File: config.mk
export PLATFORM = sky130hd
export DESIGN_NAME = avr_subset_execute
export DESIGN_NICKNAME = d
export VERILOG_FILES = /design/src/sv/ase_pkg.sv /design/src/sv/avr_subset_execute.sv /design/src/sv/ase_ram.sv /design/src/sv/ase_fifo.sv /design/src/sv/ase_front.sv /design/src/sv/ase_back.sv
export VERILOG_INCLUDE_DIRS = /design/src /design/src/sv
export SDC_FILE = /design/constraint.sdc
export NUM_CORES = 1
export LEC_CHECK = 0
export ABC_AREA = 1
export BUFFER_PORTS_ARGS = -buffer_cell sky130_fd_sc_hd__buf_2
export CORE_UTILIZATION = 50
export DETAILED_ROUTE_END_ITERATION = 8
export PLACE_DENSITY = 0.69
export SLEW_MARGIN = 15
export SYNTH_ARGS = -nofsm -noshare
export SYNTH_HDL_FRONTEND = slang
export SYNTH_HIERARCHICAL = 1
export SYNTH_SLANG_ARGS = --single-unit
File: constraint.sdc
create_clock -name i_clk -period 8.65 [get_ports i_clk]
set_input_delay 0.4325 -clock i_clk [delete_from_list [all_inputs] [get_ports i_clk]]
set_output_delay 0.4325 -clock i_clk [all_outputs]
set_load 0.02 [all_outputs]
File: src/sv/assert_macros.svh
// Assertion macros used by the top level of the execute block.
`ifndef ASSERT_MACROS_SVH
`define ASSERT_MACROS_SVH
`ifndef NO_ASSERTIONS
// Same-cycle implication, masked while reset is held.
`define ASSERT_IMP(lbl, clk, rst_n, ante, cons) \
    lbl: assert property (@(posedge clk) disable iff (!rst_n) (ante) |-> (cons)) \
        else $error("%m: assertion failed");
// Next-cycle implication, masked while reset is held.
`define ASSERT_NXT(lbl, clk, rst_n, ante, cons) \
    lbl: assert property (@(posedge clk) disable iff (!rst_n) (ante) |=> (cons)) \
        else $error("%m: assertion failed");
`else
`define ASSERT_IMP(lbl, clk, rst_n, ante, cons)
`define ASSERT_NXT(lbl, clk, rst_n, ante, cons)
`endif
`endif

File: src/sv/ase_pkg.sv
// Shared constants, operation codes and request types of the execute block.
package ase_pkg;

    // Default sizes
    localparam int DEF_PROGRAM_BYTES = 512;
    localparam int DEF_IO_BYTES      = 64;
    localparam int DEF_QUEUE_DEPTH   = 2;
    localparam int REG_COUNT         = 32;

    // Status register location in I/O space
    localparam logic [4:0] SREG_IO = 5'h1F;

    // Operation classes produced by decode
    localparam logic [3:0] OP_BAD  = 4'd0;
    localparam logic [3:0] OP_NOP  = 4'd1;
    localparam logic [3:0] OP_ADD  = 4'd2;
    localparam logic [3:0] OP_ADC  = 4'd3;
    localparam logic [3:0] OP_SUB  = 4'd4;
    localparam logic [3:0] OP_SBC  = 4'd5;
    localparam logic [3:0] OP_CP   = 4'd6;
    localparam logic [3:0] OP_MOV  = 4'd7;
    localparam logic [3:0] OP_SUBI = 4'd8;
    localparam logic [3:0] OP_SBCI = 4'd9;
    localparam logic [3:0] OP_CPI  = 4'd10;
    localparam logic [3:0] OP_LDI  = 4'd11;
    localparam logic [3:0] OP_INC  = 4'd12;
    localparam logic [3:0] OP_BSET = 4'd13;
    localparam logic [3:0] OP_SBI  = 4'd14;
    localparam logic [3:0] OP_RJMP = 4'd15;

    // Decoded request handed from front to back
    typedef struct packed {
        logic [3:0]  op;
        logic [4:0]  rd;    // destination / first operand register
        logic [4:0]  rr;    // second operand register
        logic [7:0]  kimm;  // 8-bit immediate
        logic [4:0]  ioa;   // I/O address for SBI
        logic [2:0]  bitn;  // bit number for SBI / flag set
        logic [11:0] k12;   // relative jump offset
    } t_dec;

    // Result of one request, program counter carried beside it
    typedef struct packed {
        logic       recognized;
        logic [7:0] status_byte;
        logic       dest_written;
        logic [6:0] dest_index;
        logic [7:0] dest_value;
    } t_res;

endpackage

File: src/sv/avr_subset_execute.sv
// Top level of the 8-bit AVR subset execute block.
//
//   channel   | handshake          | payload
//   ----------+--------------------+----------------------------------------------
//   request   | push / full        | i_instruction
//   result    | empty / pop        | o_next_pc o_recognized o_status_byte
//             |                    | o_dest_written o_dest_index o_dest_value
//
// One instruction per cycle sustained while neither queue is full. A request is
// decoded into a QUEUE_DEPTH-entry queue (two by default); leaving the queue it
// reads the register file and I/O RAMs, then it executes in the execute stage
// and writes back, with the previous write forwarded. Reset clears valid bits at
// once, no clearing sweep. full rises when the decode queue holds QUEUE_DEPTH requests.
module avr_subset_execute #(
    parameter int PROGRAM_BYTES = ase_pkg::DEF_PROGRAM_BYTES,
    parameter int IO_BYTES      = ase_pkg::DEF_IO_BYTES,
    parameter int QUEUE_DEPTH   = ase_pkg::DEF_QUEUE_DEPTH
) (
    input  logic                             i_clk,
    input  logic                             i_rst_n,
    input  logic                             push,
    output logic                             full,
    input  logic [15:0]                      i_instruction,
    output logic                             empty,
    input  logic                             pop,
    output logic [$clog2(PROGRAM_BYTES)-1:0] o_next_pc,
    output logic                             o_recognized,
    output logic [7:0]                       o_status_byte,
    output logic                             o_dest_written,
    output logic [6:0]                       o_dest_index,
    output logic [7:0]                       o_dest_value
);

    `include "assert_macros.svh"

    localparam int PC_W  = $clog2(PROGRAM_BYTES);
    localparam int DEC_W = $bits(ase_pkg::t_dec);
    localparam int RES_W = PC_W + $bits(ase_pkg::t_res);

    ase_pkg::t_dec   dec_in, dec_head;
    logic            dec_empty, dec_pop;
    ase_pkg::t_res   res_in, res_head;
    logic [PC_W-1:0] res_pc_in;
    logic            res_full, res_push;

    // Classify the incoming word
    ase_front u_front (
        .i_word (i_instruction),
        .o_dec  (dec_in)
    );

    // Decouple decode from execute
    ase_fifo #(.WIDTH(DEC_W), .DEPTH(QUEUE_DEPTH)) u_dec_q (
        .i_clk   (i_clk),
        .i_rst_n (i_rst_n),
        .i_push  (push),
        .i_data  (dec_in),
        .i_pop   (dec_pop),
        .o_data  (dec_head),
        .o_full  (full),
        .o_empty (dec_empty)
    );

    // Execute against architectural state
    ase_back #(.PROGRAM_BYTES(PROGRAM_BYTES), .IO_BYTES(IO_BYTES)) u_back (
        .i_clk      (i_clk),
        .i_rst_n    (i_rst_n),
        .i_dec_vld  (~dec_empty),
        .i_dec      (dec_head),
        .o_dec_pop  (dec_pop),
        .i_res_full (res_full),
        .o_res_push (res_push),
        .o_res      (res_in),
        .o_res_pc   (res_pc_in)
    );

    // Hold results until taken
    ase_fifo #(.WIDTH(RES_W), .DEPTH(QUEUE_DEPTH)) u_res_q (
        .i_clk   (i_clk),
        .i_rst_n (i_rst_n),
        .i_push  (res_push),
        .i_data  ({res_pc_in, res_in}),
        .i_pop   (pop),
        .o_data  ({o_next_pc, res_head}),
        .o_full  (res_full),
        .o_empty (empty)
    );

    assign o_recognized   = res_head.recognized;
    assign o_status_byte  = res_head.status_byte;
    assign o_dest_written = res_head.dest_written;
    assign o_dest_index   = res_head.dest_index;
    assign o_dest_value   = res_head.dest_value;

    // Checks
    `ASSERT_IMP(a_res_room, i_clk, i_rst_n, res_push, !res_full)
    `ASSERT_IMP(a_pc_even, i_clk, i_rst_n, !empty, !o_next_pc[0])
    `ASSERT_IMP(a_bad_no_write, i_clk, i_rst_n, !empty && !o_recognized, !o_dest_written)
    `ASSERT_NXT(a_full_holds, i_clk, i_rst_n, full && !dec_pop, full)

endmodule

File: src/sv/ase_ram.sv
// Generic single-write, single-read RAM with registered read data.
module ase_ram #(
    parameter int WIDTH = 8,
    parameter int DEPTH = 32
) (
    input  logic                     i_clk,
    input  logic                     i_we,
    input  logic [$clog2(DEPTH)-1:0] i_waddr,
    input  logic [WIDTH-1:0]         i_wdata,
    input  logic                     i_re,
    input  logic [$clog2(DEPTH)-1:0] i_raddr,
    output logic [WIDTH-1:0]         o_rdata
);

    logic [WIDTH-1:0] r_mem [DEPTH];
    logic [WIDTH-1:0] r_rdata;

    // Write port and registered read port (read returns old data on collision)
    always_ff @(posedge i_clk) begin
        if (i_we) begin
            r_mem[i_waddr] <= i_wdata;
        end
        if (i_re) begin
            r_rdata <= r_mem[i_raddr];
        end
    end

    assign o_rdata = r_rdata;

endmodule

File: src/sv/ase_fifo.sv
// Small synchronous FIFO used between front, back and the result port.
module ase_fifo #(
    parameter int WIDTH = 8,
    parameter int DEPTH = 2
) (
    input  logic             i_clk,
    input  logic             i_rst_n,
    input  logic             i_push,
    input  logic [WIDTH-1:0] i_data,
    input  logic             i_pop,
    output logic [WIDTH-1:0] o_data,
    output logic             o_full,
    output logic             o_empty
);

    localparam int PW = (DEPTH > 1) ? $clog2(DEPTH) : 1;
    localparam int CW = $clog2(DEPTH + 1);

    logic [WIDTH-1:0] r_mem [DEPTH];
    logic [PW-1:0]    r_wp, r_rp, n_wp, n_rp;
    logic [CW-1:0]    r_cnt, n_cnt;
    logic             do_push, do_pop;

    assign o_full  = (r_cnt == CW'(DEPTH));
    assign o_empty = (r_cnt == '0);
    assign do_push = i_push & ~o_full;
    assign do_pop  = i_pop & ~o_empty;
    assign o_data  = r_mem[r_rp];

    // Advance pointers and count
    always_comb begin
        n_wp  = r_wp;
        n_rp  = r_rp;
        n_cnt = r_cnt;
        if (do_push) begin
            n_wp = (r_wp == PW'(DEPTH - 1)) ? '0 : r_wp + 1'b1;
        end
        if (do_pop) begin
            n_rp = (r_rp == PW'(DEPTH - 1)) ? '0 : r_rp + 1'b1;
        end
        if (do_push && !do_pop) begin
            n_cnt = r_cnt + 1'b1;
        end else if (do_pop && !do_push) begin
            n_cnt = r_cnt - 1'b1;
        end
    end

    always_ff @(posedge i_clk) begin
        if (!i_rst_n) begin
            r_wp  <= '0;
            r_rp  <= '0;
            r_cnt <= '0;
        end else begin
            r_wp  <= n_wp;
            r_rp  <= n_rp;
            r_cnt <= n_cnt;
        end
    end

    // Store the pushed entry
    always_ff @(posedge i_clk) begin
        if (do_push) begin
            r_mem[r_wp] <= i_data;
        end
    end

endmodule

File: src/sv/ase_front.sv
// Instruction classifier: turns an opcode word into a decoded request.
module ase_front (
    input  logic [15:0]   i_word,
    output ase_pkg::t_dec o_dec
);

    // Opcode patterns of the supported subset
    localparam logic [7:0] PAT_ADD  = 8'h0C;
    localparam logic [7:0] PAT_ADC  = 8'h1C;
    localparam logic [7:0] PAT_SUB  = 8'h18;
    localparam logic [7:0] PAT_SBC  = 8'h08;
    localparam logic [7:0] PAT_CP   = 8'h14;
    localparam logic [7:0] PAT_MOV  = 8'h2C;
    localparam logic [7:0] PAT_SUBI = 8'h50;
    localparam logic [7:0] PAT_SBCI = 8'h40;
    localparam logic [7:0] PAT_CPI  = 8'h30;
    localparam logic [7:0] PAT_LDI  = 8'hE0;
    localparam logic [7:0] PAT_1OP  = 8'h94;
    localparam logic [7:0] PAT_SBI  = 8'h9A;
    localparam logic [7:0] PAT_RJMP = 8'hC0;
    localparam logic [3:0] LO_INC   = 4'h3;
    localparam logic [7:0] LO_BSET  = 8'h08;

    logic [7:0] hi, lo;
    logic [3:0] op;
    logic       upper_d;

    assign hi = i_word[15:8];
    assign lo = i_word[7:0];

    // Classify in priority order
    always_comb begin
        if ((hi & 8'hFC) == PAT_ADD) begin
            op = ase_pkg::OP_ADD;
        end else if ((hi & 8'hFC) == PAT_ADC) begin
            op = ase_pkg::OP_ADC;
        end else if ((hi & 8'hFC) == PAT_SUB) begin
            op = ase_pkg::OP_SUB;
        end else if ((hi & 8'hFC) == PAT_SBC) begin
            op = ase_pkg::OP_SBC;
        end else if ((hi & 8'hFC) == PAT_CP) begin
            op = ase_pkg::OP_CP;
        end else if ((hi & 8'hFC) == PAT_MOV) begin
            op = ase_pkg::OP_MOV;
        end else if ((hi & 8'hF0) == PAT_SUBI) begin
            op = ase_pkg::OP_SUBI;
        end else if ((hi & 8'hF0) == PAT_SBCI) begin
            op = ase_pkg::OP_SBCI;
        end else if ((hi & 8'hF0) == PAT_CPI) begin
            op = ase_pkg::OP_CPI;
        end else if ((hi & 8'hF0) == PAT_LDI) begin
            op = ase_pkg::OP_LDI;
        end else if ((hi & 8'hFE) == PAT_1OP && lo[3:0] == LO_INC) begin
            op = ase_pkg::OP_INC;
        end else if (hi == PAT_1OP && (lo & 8'h8F) == LO_BSET) begin
            op = ase_pkg::OP_BSET;
        end else if (hi == PAT_SBI) begin
            op = ase_pkg::OP_SBI;
        end else if ((hi & 8'hF0) == PAT_RJMP) begin
            op = ase_pkg::OP_RJMP;
        end else if (i_word == 16'h0000) begin
            op = ase_pkg::OP_NOP;
        end else begin
            op = ase_pkg::OP_BAD;
        end
    end

    // Immediate forms address only the upper sixteen registers
    assign upper_d = op inside {ase_pkg::OP_SUBI, ase_pkg::OP_SBCI,
                                ase_pkg::OP_CPI, ase_pkg::OP_LDI};

    // Extract operand fields
    always_comb begin
        o_dec.op   = op;
        o_dec.rd   = upper_d ? {1'b1, lo[7:4]} : {hi[0], lo[7:4]};
        o_dec.rr   = {hi[1], lo[3:0]};
        o_dec.kimm = {hi[3:0], lo[3:0]};
        o_dec.ioa  = lo[7:3];
        o_dec.bitn = (op == ase_pkg::OP_SBI) ? lo[2:0] : lo[6:4];
        o_dec.k12  = i_word[11:0];
    end

endmodule

File: src/sv/ase_back.sv
// Execute unit: register file, I/O space, status register and program counter.
module ase_back #(
    parameter int PROGRAM_BYTES = ase_pkg::DEF_PROGRAM_BYTES,
    parameter int IO_BYTES      = ase_pkg::DEF_IO_BYTES
) (
    input  logic                             i_clk,
    input  logic                             i_rst_n,
    input  logic                             i_dec_vld,
    input  ase_pkg::t_dec                    i_dec,
    output logic                             o_dec_pop,
    input  logic                             i_res_full,
    output logic                             o_res_push,
    output ase_pkg::t_res                    o_res,
    output logic [$clog2(PROGRAM_BYTES)-1:0] o_res_pc
);

    localparam int PC_W  = $clog2(PROGRAM_BYTES);
    localparam int SUM_W = (PC_W > 14) ? PC_W : 14;
    localparam int IO_AW = $clog2(IO_BYTES);
    localparam int RF_AW = $clog2(ase_pkg::REG_COUNT);

    // Architectural state
    logic [PC_W-1:0]               r_pc;
    logic [7:0]                    r_sreg;
    logic [ase_pkg::REG_COUNT-1:0] r_reg_vld;
    logic [IO_BYTES-1:0]           r_io_vld;

    // Execute stage
    logic          r_e_vld;
    ase_pkg::t_dec r_e_dec;
    logic          r_fa_hit, r_fb_hit, r_fi_hit;
    logic [7:0]    r_fa_val, r_fb_val, r_fi_val;
    logic          r_va, r_vb, r_vi;

    logic [7:0] ram_a, ram_b, ram_io;
    logic       e_fire, dec_pop;
    logic       wr_reg, wr_io, wr_io_mem;
    logic [7:0] opa, opr, opio, opb, val, n_sreg;
    logic       cin, chain, is_imm, recog;
    logic [7:0] add_res, sub_res, inc_res, cy, ov, bw, sov;
    logic       sub_z, inc_v;
    logic [6:0] idx;
    logic [PC_W-1:0]  npc, seq_pc;
    logic [13:0]      jdelta;
    logic [SUM_W-1:0] jsum;

    assign e_fire     = r_e_vld & ~i_res_full;
    assign dec_pop    = i_dec_vld & (~r_e_vld | e_fire);
    assign o_dec_pop  = dec_pop;
    assign o_res_push = e_fire;
    assign wr_io_mem  = wr_io & (r_e_dec.ioa != ase_pkg::SREG_IO);

    // Register file: two copies give two read ports
    ase_ram #(.WIDTH(8), .DEPTH(ase_pkg::REG_COUNT)) u_rf_a (
        .i_clk   (i_clk),
        .i_we    (e_fire & wr_reg),
        .i_waddr (r_e_dec.rd),
        .i_wdata (val),
        .i_re    (dec_pop),
        .i_raddr (i_dec.rd),
        .o_rdata (ram_a)
    );

    ase_ram #(.WIDTH(8), .DEPTH(ase_pkg::REG_COUNT)) u_rf_b (
        .i_clk   (i_clk),
        .i_we    (e_fire & wr_reg),
        .i_waddr (r_e_dec.rd),
        .i_wdata (val),
        .i_re    (dec_pop),
        .i_raddr (i_dec.rr),
        .o_rdata (ram_b)
    );

    // I/O space; the status byte lives in its own flop
    ase_ram #(.WIDTH(8), .DEPTH(IO_BYTES)) u_io (
        .i_clk   (i_clk),
        .i_we    (e_fire & wr_io_mem),
        .i_waddr (IO_AW'(r_e_dec.ioa)),
        .i_wdata (val),
        .i_re    (dec_pop),
        .i_raddr (IO_AW'(i_dec.ioa)),
        .o_rdata (ram_io)
    );

    // Select operands: forwarded value, stored value, or reset zero; the status byte comes from its flop
    always_comb begin
        opa = r_fa_hit ? r_fa_val : (r_va ? ram_a : 8'h00);
        opr = r_fb_hit ? r_fb_val : (r_vb ? ram_b : 8'h00);
        if (r_e_dec.ioa == ase_pkg::SREG_IO) begin
            opio = r_sreg;
        end else begin
            opio = r_fi_hit ? r_fi_val : (r_vi ? ram_io : 8'h00);
        end
    end

    // Adder, subtractor and incrementer with their flag terms
    always_comb begin
        is_imm  = r_e_dec.op inside {ase_pkg::OP_SUBI, ase_pkg::OP_SBCI, ase_pkg::OP_CPI};
        chain   = r_e_dec.op inside {ase_pkg::OP_SBC, ase_pkg::OP_SBCI};
        cin     = (r_e_dec.op inside {ase_pkg::OP_ADC, ase_pkg::OP_SBC, ase_pkg::OP_SBCI})
                  ? r_sreg[0] : 1'b0;
        opb     = is_imm ? r_e_dec.kimm : opr;
        add_res = opa + opb + {7'd0, cin};
        cy      = (opa & opb) | (opa & ~add_res) | (opb & ~add_res);
        ov      = (opa & opb & ~add_res) | (~opa & ~opb & add_res);
        sub_res = opa - opb - {7'd0, cin};
        bw      = (~opa & opb) | (opb & sub_res) | (sub_res & ~opa);
        sov     = (opa & ~opb & ~sub_res) | (~opa & opb & sub_res);
        sub_z   = (sub_res == 8'h00) & (~chain | r_sreg[1]);
        inc_res = opa + 8'd1;
        inc_v   = (inc_res == 8'h80);
    end

    // Sequential and jump targets, wrapping over program space
    always_comb begin
        seq_pc = r_pc + PC_W'(2);
        jdelta = {r_e_dec.k12[11], r_e_dec.k12, 1'b0} + 14'd2;
        jsum   = SUM_W'(r_pc) + SUM_W'($signed(jdelta));
    end

    // Carry out the operation
    always_comb begin
        n_sreg = r_sreg;
        val    = 8'h00;
        wr_reg = 1'b0;
        wr_io  = 1'b0;
        idx    = {2'b00, r_e_dec.rd};
        npc    = seq_pc;
        recog  = 1'b1;
        case (r_e_dec.op)
            ase_pkg::OP_ADD, ase_pkg::OP_ADC: begin
                val    = add_res;
                wr_reg = 1'b1;
                n_sreg = {r_sreg[7:6], cy[3], ov[7] ^ add_res[7], ov[7], add_res[7],
                          add_res == 8'h00, cy[7]};
            end
            ase_pkg::OP_SUB, ase_pkg::OP_SBC, ase_pkg::OP_SUBI, ase_pkg::OP_SBCI: begin
                val    = sub_res;
                wr_reg = 1'b1;
                n_sreg = {r_sreg[7:6], bw[3], sov[7] ^ sub_res[7], sov[7], sub_res[7],
                          sub_z, bw[7]};
            end
            ase_pkg::OP_CP, ase_pkg::OP_CPI: begin
                n_sreg = {r_sreg[7:6], bw[3], sov[7] ^ sub_res[7], sov[7], sub_res[7],
                          sub_z, bw[7]};
            end
            ase_pkg::OP_MOV: begin
                val    = opr;
                wr_reg = 1'b1;
            end
            ase_pkg::OP_LDI: begin
                val    = r_e_dec.kimm;
                wr_reg = 1'b1;
            end
            ase_pkg::OP_INC: begin
                val    = inc_res;
                wr_reg = 1'b1;
                n_sreg = {r_sreg[7:5], inc_v ^ inc_res[7], inc_v, inc_res[7],
                          inc_res == 8'h00, r_sreg[0]};
            end
            ase_pkg::OP_BSET: begin
                n_sreg = r_sreg | (8'h01 << r_e_dec.bitn);
            end
            ase_pkg::OP_SBI: begin
                val   = opio | (8'h01 << r_e_dec.bitn);
                wr_io = 1'b1;
                idx   = 7'h20 | {2'b00, r_e_dec.ioa};
                if (r_e_dec.ioa == ase_pkg::SREG_IO) begin
                    n_sreg = val;
                end
            end
            ase_pkg::OP_RJMP: begin
                npc = jsum[PC_W-1:0];
            end
            ase_pkg::OP_NOP: begin
                npc = seq_pc;
            end
            default: begin
                recog = 1'b0;
                npc   = r_pc;
            end
        endcase
    end

    // Result of the request in the execute stage
    always_comb begin
        o_res.recognized   = recog;
        o_res.status_byte  = n_sreg;
        o_res.dest_written = wr_reg | wr_io;
        o_res.dest_index   = (wr_reg | wr_io) ? idx : 7'd0;
        o_res.dest_value   = (wr_reg | wr_io) ? val : 8'h00;
        o_res_pc           = npc;
    end

    // Commit architectural state
    always_ff @(posedge i_clk) begin
        if (!i_rst_n) begin
            r_pc      <= '0;
            r_sreg    <= 8'h00;
            r_reg_vld <= '0;
            r_io_vld  <= '0;
        end else if (e_fire) begin
            r_pc   <= npc;
            r_sreg <= n_sreg;
            if (wr_reg) begin
                r_reg_vld[r_e_dec.rd] <= 1'b1;
            end
            if (wr_io_mem) begin
                r_io_vld[IO_AW'(r_e_dec.ioa)] <= 1'b1;
            end
        end
    end

    // Advance the execute stage
    always_ff @(posedge i_clk) begin
        if (!i_rst_n) begin
            r_e_vld <= 1'b0;
        end else if (dec_pop) begin
            r_e_vld <= 1'b1;
        end else if (e_fire) begin
            r_e_vld <= 1'b0;
        end
    end

    // Load the next request; forward the write that lands on the same edge
    always_ff @(posedge i_clk) begin
        if (dec_pop) begin
            r_e_dec  <= i_dec;
            r_fa_hit <= e_fire & wr_reg & (r_e_dec.rd == i_dec.rd);
            r_fb_hit <= e_fire & wr_reg & (r_e_dec.rd == i_dec.rr);
            r_fi_hit <= e_fire & wr_io_mem & (r_e_dec.ioa == i_dec.ioa);
            r_fa_val <= val;
            r_fb_val <= val;
            r_fi_val <= val;
            r_va     <= r_reg_vld[RF_AW'(i_dec.rd)];
            r_vb     <= r_reg_vld[RF_AW'(i_dec.rr)];
            r_vi     <= r_io_vld[IO_AW'(i_dec.ioa)];
        end
    end

endmodule

==> metrics, run 1 <==
post-place setup slack about 3.2 ns; 1st-iter DRT viols 4058; DRT antenna net count 0; Post-Route Skew between 0.03 and 0.04 ns; routed vias a little under 40000; Root Buffer clkbuf_16; Pre-antenna DRT Iters 6; Die Y-Extent about 340 µm; Clock Tree Buf Depth 3; post-route minimum period 5.51 ns; slowest stage cell on the critical path buf_4; max cap viols 0; post-CTS setup repair buffer count 0; Pwr Density 417 mW/mm²; Crit Path Category reg -> reg; Top cell by count, worst path nand2_1; met2 GRT Util 0.392; fmax ~180 MHz; Clock Latency Late Sink ~0.75 ns; hold_buf cts 6; largest net degree at the start of global routing between 150 and 200; Via density about 5.6; Buf/Inv on CP 4; busiest grt layer met2; Setup crit end kind register; hold path endpoint u_dec_q/r_mem[0][35]; Worst-path clk slew approximately 0.06 ns; clk sinks between 1000 and 1500; VDD IR max roughly 0.49 mV; leading cell type in the layout, fill and taps excluded nand2_1; total gr overflow 0; TritonCTS clock tree done; Synth warnings 6; H-tree levels 4; worst endpoint required time around 9 ns; share of cells above drive strength 1 0.0913; Final Power ~27 mW; Worst slew margin -0.604; CP max FO 97; IO Count 56; setup_tns 0 ns; post-CTS sizing 0; endpoints failing setup 0; final worst path period share 0.637; area of the core between 0.1 and 0.15 mm²; final hold vios 0; Wirelength per Cell 20.4 µm; Starting Density 0.504; CP Cell Sequence nand2_2 -> nand2_1 -> nand2_1 -> nand2_1 -> ha_1 -> inv_1 -> nand2_1 -> nand2_1 -> nand2_1 -> nand3_1 -> a21oi_1 -> nor2_1 -> nor2_1 -> inv_1 -> fa_1 -> inv_1 -> o221ai_4 -> buf_4; failing checks slew limit; Netlist Area Pre-Place approximately 0.059 mm²; cell row count 125; detailed placement HPWL ~84 mm; n_diodes 0; r2r worst-path depth 18; Routed Wire Length approximately 140 mm; CP Launch Type register; leakage between 20 and 25 nW; RSZ-0062 raised after global routing no; global-route wire length before repair 213 mm; GR Layer Usage met1 0.311; R2R Path Start u_back/r_e_dec[38]; min-delay src i_instruction[6]; global placer's final weighted congestion about 0.9; final worst slack 3.14 ns; number of global-route vias before repair 36549; Overall Global Routing Usage 0.235; width of the die 344 µm; Final Slew Violations between 70 and 80; Placed Area slightly below 0.06 mm²; Syn Inst Count 5269; Synth Area per Inst approximately 11 µm²; Num CTS Buffers 137; GR Util met3 0.0344; Largest delay share family, worst path simple AND/OR/NAND/NOR gates; slowest stage delay, CP roughly 0.84 ns; area added between synthesis and finish 8.56%; antenna violations before repair 1; commonest cells after routing, fill and taps aside 1595 x nand2_1, 1239 x edfxtp_1, 919 x nand3_1; hold crit path type in -> reg; die area 0.119 mm²; hold path depth 1; status complete, but fails checks; drt drc 0; design area between 0.06 and 0.07 mm²; FF-to-FF End u_back/u_io/r_mem[55][7]; CP arrival around 5.9 ns; Port Buffers 55; flop2flop setup slack 3.14 ns; Nets approximately 5300; Slew @ Worst Pin about 2.4 ns
worst max-delay path by stage:
stage / end / cells after the start / from
after floorplan: u_back/r_fi_val[5] / 12 / u_back/r_e_dec[39]
after global placement: u_back/u_io/r_mem[5][7] / 19 / u_back/r_e_dec[41]
after detailed placement: u_back/u_io/r_mem[4][7] / 18 / u_back/r_e_dec[38]
after CTS: u_back/u_io/r_mem[4][7] / 19 / u_back/r_e_dec[41]
after global routing: u_back/u_io/r_mem[55][7] / 18 / u_back/r_e_dec[40]
final: u_back/u_io/r_mem[55][7] / 18 / u_back/r_e_dec[38]
state kept, by name, indices dropped and copies added, names as in the netlist, 2 cells and up, named ones only:
signal	cells
u_back/r_e_dec	33
u_back/r_fi_val	8
u_back/r_io_vld	32
u_back/r_pc	9
u_back/r_reg_vld	32
u_back/r_sreg	8
u_back/u_io/o_rdata	8
u_back/u_io/r_mem	512
u_back/u_rf_a/o_rdata	8
u_back/u_rf_a/r_mem	256
u_back/u_rf_b/o_rdata	8
u_back/u_rf_b/r_mem	256
u_dec_q/r_cnt	2
u_dec_q/r_mem	76
u_res_q/r_cnt	2
u_res_q/r_mem	68
routing by layer:
layer / part of all wire / vias to the layer above
met3: 0.068 / 269
met2: 0.49 / 1459
met1: 0.41 / 18608
met4: 0.029 / 0
li1: - / 18140
met5: 0 / -
layout make-up:
class	instances	area, µm²
multi-input combinational	3375	16500
sequential	1331	39100
clock buffer	167	3690
fill	9616	52600
timing repair buffer	104	696
inverter	270	1030
clock inverter	74	791
tap	1524	1910
report_power, final:
group	total (mW)	internal [mW]	switching (mW)	leakage [nW]
clock	5.90	3.48	2.42	2.20
combinational	9.84	2.16	7.68	9.32
sequential	10.8	10.5	0.292	12.1
total	26.5	16.1	10.4	23.6
worst reg2reg max path, cell delays in order, from the launching register on:
cell,delay [ns]
edfxtp_1,0.49
nand2_2,0.17
nand2_1,0.27
nand2_1,0.15
nand2_1,0.10
ha_1,0.46
inv_1,0.21
nand2_1,0.09
nand2_1,0.08
nand2_1,0.07
nand3_1,0.11
a21oi_1,0.20
nor2_1,0.07
nor2_1,0.19
inv_1,0.08
fa_1,0.50
inv_1,0.12
o221ai_4,0.75
buf_4,0.87
stage by stage:
| step | cells | hold slack, ns | utilization |
|---|---|---|---|
| 5_1_grt | 6845 | 0.0279 | 0.548 |
| 4_1_cts | 6844 | 0.00525 | 0.547 |
| 3_5_place_dp | 6597 | 0.420 | 0.508 |
| 2_1_floorplan | 5275 | 0.404 | - |
| 3_3_place_gp | 6597 | 0.420 | 0.508 |
| 6_report | 6845 | 0.0318 | 0.548 |
(Power assumes the default switching activity.)
==> inputs of run 2 (changes only) <==
Clock period 8.65 ns to 4.6 ns, I/O delays scaled along.
==> metrics, run 2 (synthesis gave the netlist of run 1 again) <==
cell row count 125 (unchanged); most flop-heavy register u_back/u_io/r_mem; Clock Latency Late Sink 0.75 ns (about the same); hold crit path type in -> reg; TritonCTS clock tree done; Starting Density 0.504 (unchanged); Pre-antenna DRT Iters 6 (unchanged); area added between synthesis and finish 9.99%; Placed Area 0.0600 mm² (+1.6%); Overall Global Routing Usage 0.245 (+0.0102); Crit Path Category reg -> reg; Hold WS 0.0403 ns (+0.00849 ns); Num CTS Buffers 139 (+1.5%); fmax 234 MHz (+29%); VDD IR max 0.968 mV (+99%); Worst slew margin -0.816 (-0.213); die area 0.119 mm² (unchanged); CP Launch Type register; CP max FO 21 (-78%); slowest stage cell on the critical path o2111ai_4; leakage 24.1 nW (+2.0%); total gr overflow 0 (unchanged); design area 0.0645 mm² (+1.3%); FF-to-FF End u_back/u_rf_b/r_mem[11][3]; final hold vios 0 (unchanged); Top cell by count, worst path nand2_1; Clock Tree Buf Depth 3 (unchanged); Routed Wire Length 146 mm (+4.4%); Setup crit end kind register; Pwr Density 785 mW/mm² (+88%); r2r worst-path depth 15 (-3); R2R Path Start u_back/r_e_dec[39]; biggest registers after layout u_back/u_io/r_mem (512), u_back/u_rf_a/r_mem (256), u_back/u_rf_b/r_mem (256); drt drc 0 (unchanged); max cap viols 0 (unchanged); n_diodes 0 (unchanged); IO Count 56 (unchanged); leading cell type in the layout, fill and taps excluded nand2_1; Final Power 50.6 mW (+91%); CP Cell Sequence nand2_2 -> nand2_2 -> nand2_1 -> nand2_1 -> ha_1 -> inv_1 -> nand2_1 -> nand2_1 -> a31o_2 -> fa_1 -> inv_1 -> o22ai_1 -> a21oi_1 -> o2111ai_4 -> buf_4; Slew @ Worst Pin 2.70 ns (+0.316 ns); detailed placement HPWL 90.2 mm (+6.8%); largest net degree at the start of global routing 134 (-19%); antenna violations before repair 2 (+1); number of global-route vias before repair 36881 (+0.91%); flop2flop setup slack 0.32 ns (-2.81 ns); Largest register FFs 512 (unchanged); Nets 5388 (+1.9%); area of the core 0.116 mm² (unchanged); status complete, but fails checks; slowest stage delay, CP 0.66 ns (-0.18 ns); post-route minimum period 4.28 ns (-1.24 ns); clk sinks 1331 (unchanged); Die Y-Extent 344 µm (unchanged); Final Slew Violations 72 (unchanged); Root Buffer clkbuf_16; post-CTS setup repair buffer count 0 (unchanged); global-route wire length before repair 221 mm (+3.6%); final worst path period share 0.929 (+0.292); CP arrival 4.73 ns (-1.17 ns); DRT antenna net count 0 (unchanged); Port Buffers 55 (unchanged); routed vias 39250 (+2.0%); Wirelength per Cell 21.0 µm (+2.8%); hold path depth 4 (+3); width of the die 344 µm (unchanged); CP endpoint u_back/u_rf_b/r_mem[11][3]; worst endpoint required time 5.05 ns (-3.99 ns); endpoints failing setup 0 (unchanged); commonest cells after routing, fill and taps aside 1591 x nand2_1, 1239 x edfxtp_1, 918 x nand3_1; share of cells above drive strength 1 0.104 (+0.0129); H-tree levels 4 (unchanged); Post-Route Skew 0.0280 ns (-0.00222 ns); CP startpoint u_back/r_e_dec[39]; failing checks slew limit; Via density 5.65 (+0.44%); global placer's final weighted congestion 0.937 (+4.1%); Worst-path clk slew 0.06 ns (about the same); 1st-iter DRT viols 4415 (+8.8%); RSZ-0062 raised after global routing no
-- run 2: changes by cell type in the layout (fill, tap and decap cells not counted), moves of 3 or more --
cell | before | now
buf_12 | 3 | 21
buf_4 | 40 | 112
bufinv_16 | 15 | 6
clkbuf_1 | 22 | 36
clkinv_1 | 25 | 38
clkinv_2 | 26 | 16
dlygate4sd3_1 | 6 | 16
inv_6 | 7 | 3
nand2_1 | 1595 | 1591
nor2_1 | 221 | 218
-- run 2: worst min path at each step --
| stage | start | end |
|---|---|---|
| 2_1_floorplan | i_rst_n | u_dec_q/r_cnt[1] |
| 3_3_place_gp | u_back/r_io_vld[31] | u_back/r_io_vld[31] |
| 3_5_place_dp | u_back/r_io_vld[31] | u_back/r_io_vld[31] |
| 4_1_cts | i_instruction[13] | u_dec_q/r_mem[0][39] |
| 5_1_grt | i_rst_n | u_back/r_pc[0] |
| 6_report | i_instruction[13] | u_dec_q/r_mem[0][39] |
-- run 2: cell type report --
| class | count | area (µm²) |
|---|---|---|
| fillers | 9562 | 51700 |
| flip-flops and latches | 1331 | 39100 |
| multi-input cells | 3375 | 16500 |
| clock buffers | 183 | 3770 |
| well taps | 1524 | 1910 |
| repair buffers | 204 | 1700 |
| inverters | 270 | 1030 |
| clock inverters | 65 | 504 |
-- run 2: metal layers --
layer,track usage,up-vias,part of all wire
met1,0.348,18911,0.43
met5,0,-,0.000089
met2,0.381,1706,0.46
li1,-,18364,-
met4,0.0881,2,0.031
met3,0.0402,267,0.080
-- run 2: power breakdown --
part,total [mW],internal [mW],switching (mW)
sequential,20.2,19.6,0.553
clock,10.6,6.10,4.53
combinational,19.8,4.91,14.9
total,50.6,30.6,20.0
-- run 2: per-stage QoR --
step | utilization | instances | TNS, ns | setup WS [ns]
final | 0.555 | 6952 | 0 | 0.324
after global routing | 0.555 | 6952 | 0 | 0.136
after CTS | 0.555 | 6952 | 0 | 0.392
after detailed placement | 0.517 | 6688 | 0 | 0.411
after global placement | 0.517 | 6688 | 0 | 0.444
after floorplan | - | 5275 | -250.19 | -0.631
-- run 2: worst max-delay path, delay by kind of cell, from the launching register on --
family | cells | cell delay [ns]
flip-flops | 1 | 0.51
AO/OA/AOI/OAI | 4 | 1.24
AND/OR/NAND/NOR | 6 | 0.78
buffers and inverters | 3 | 0.68
adder cells (fa/ha/maj) | 2 | 0.75
-- run 2: timing repair --
item                                   in CTS  in global routing
endpoints found under the hold margin      73                  0
hold buffers                               16                  0
resized for setup                           0                  0
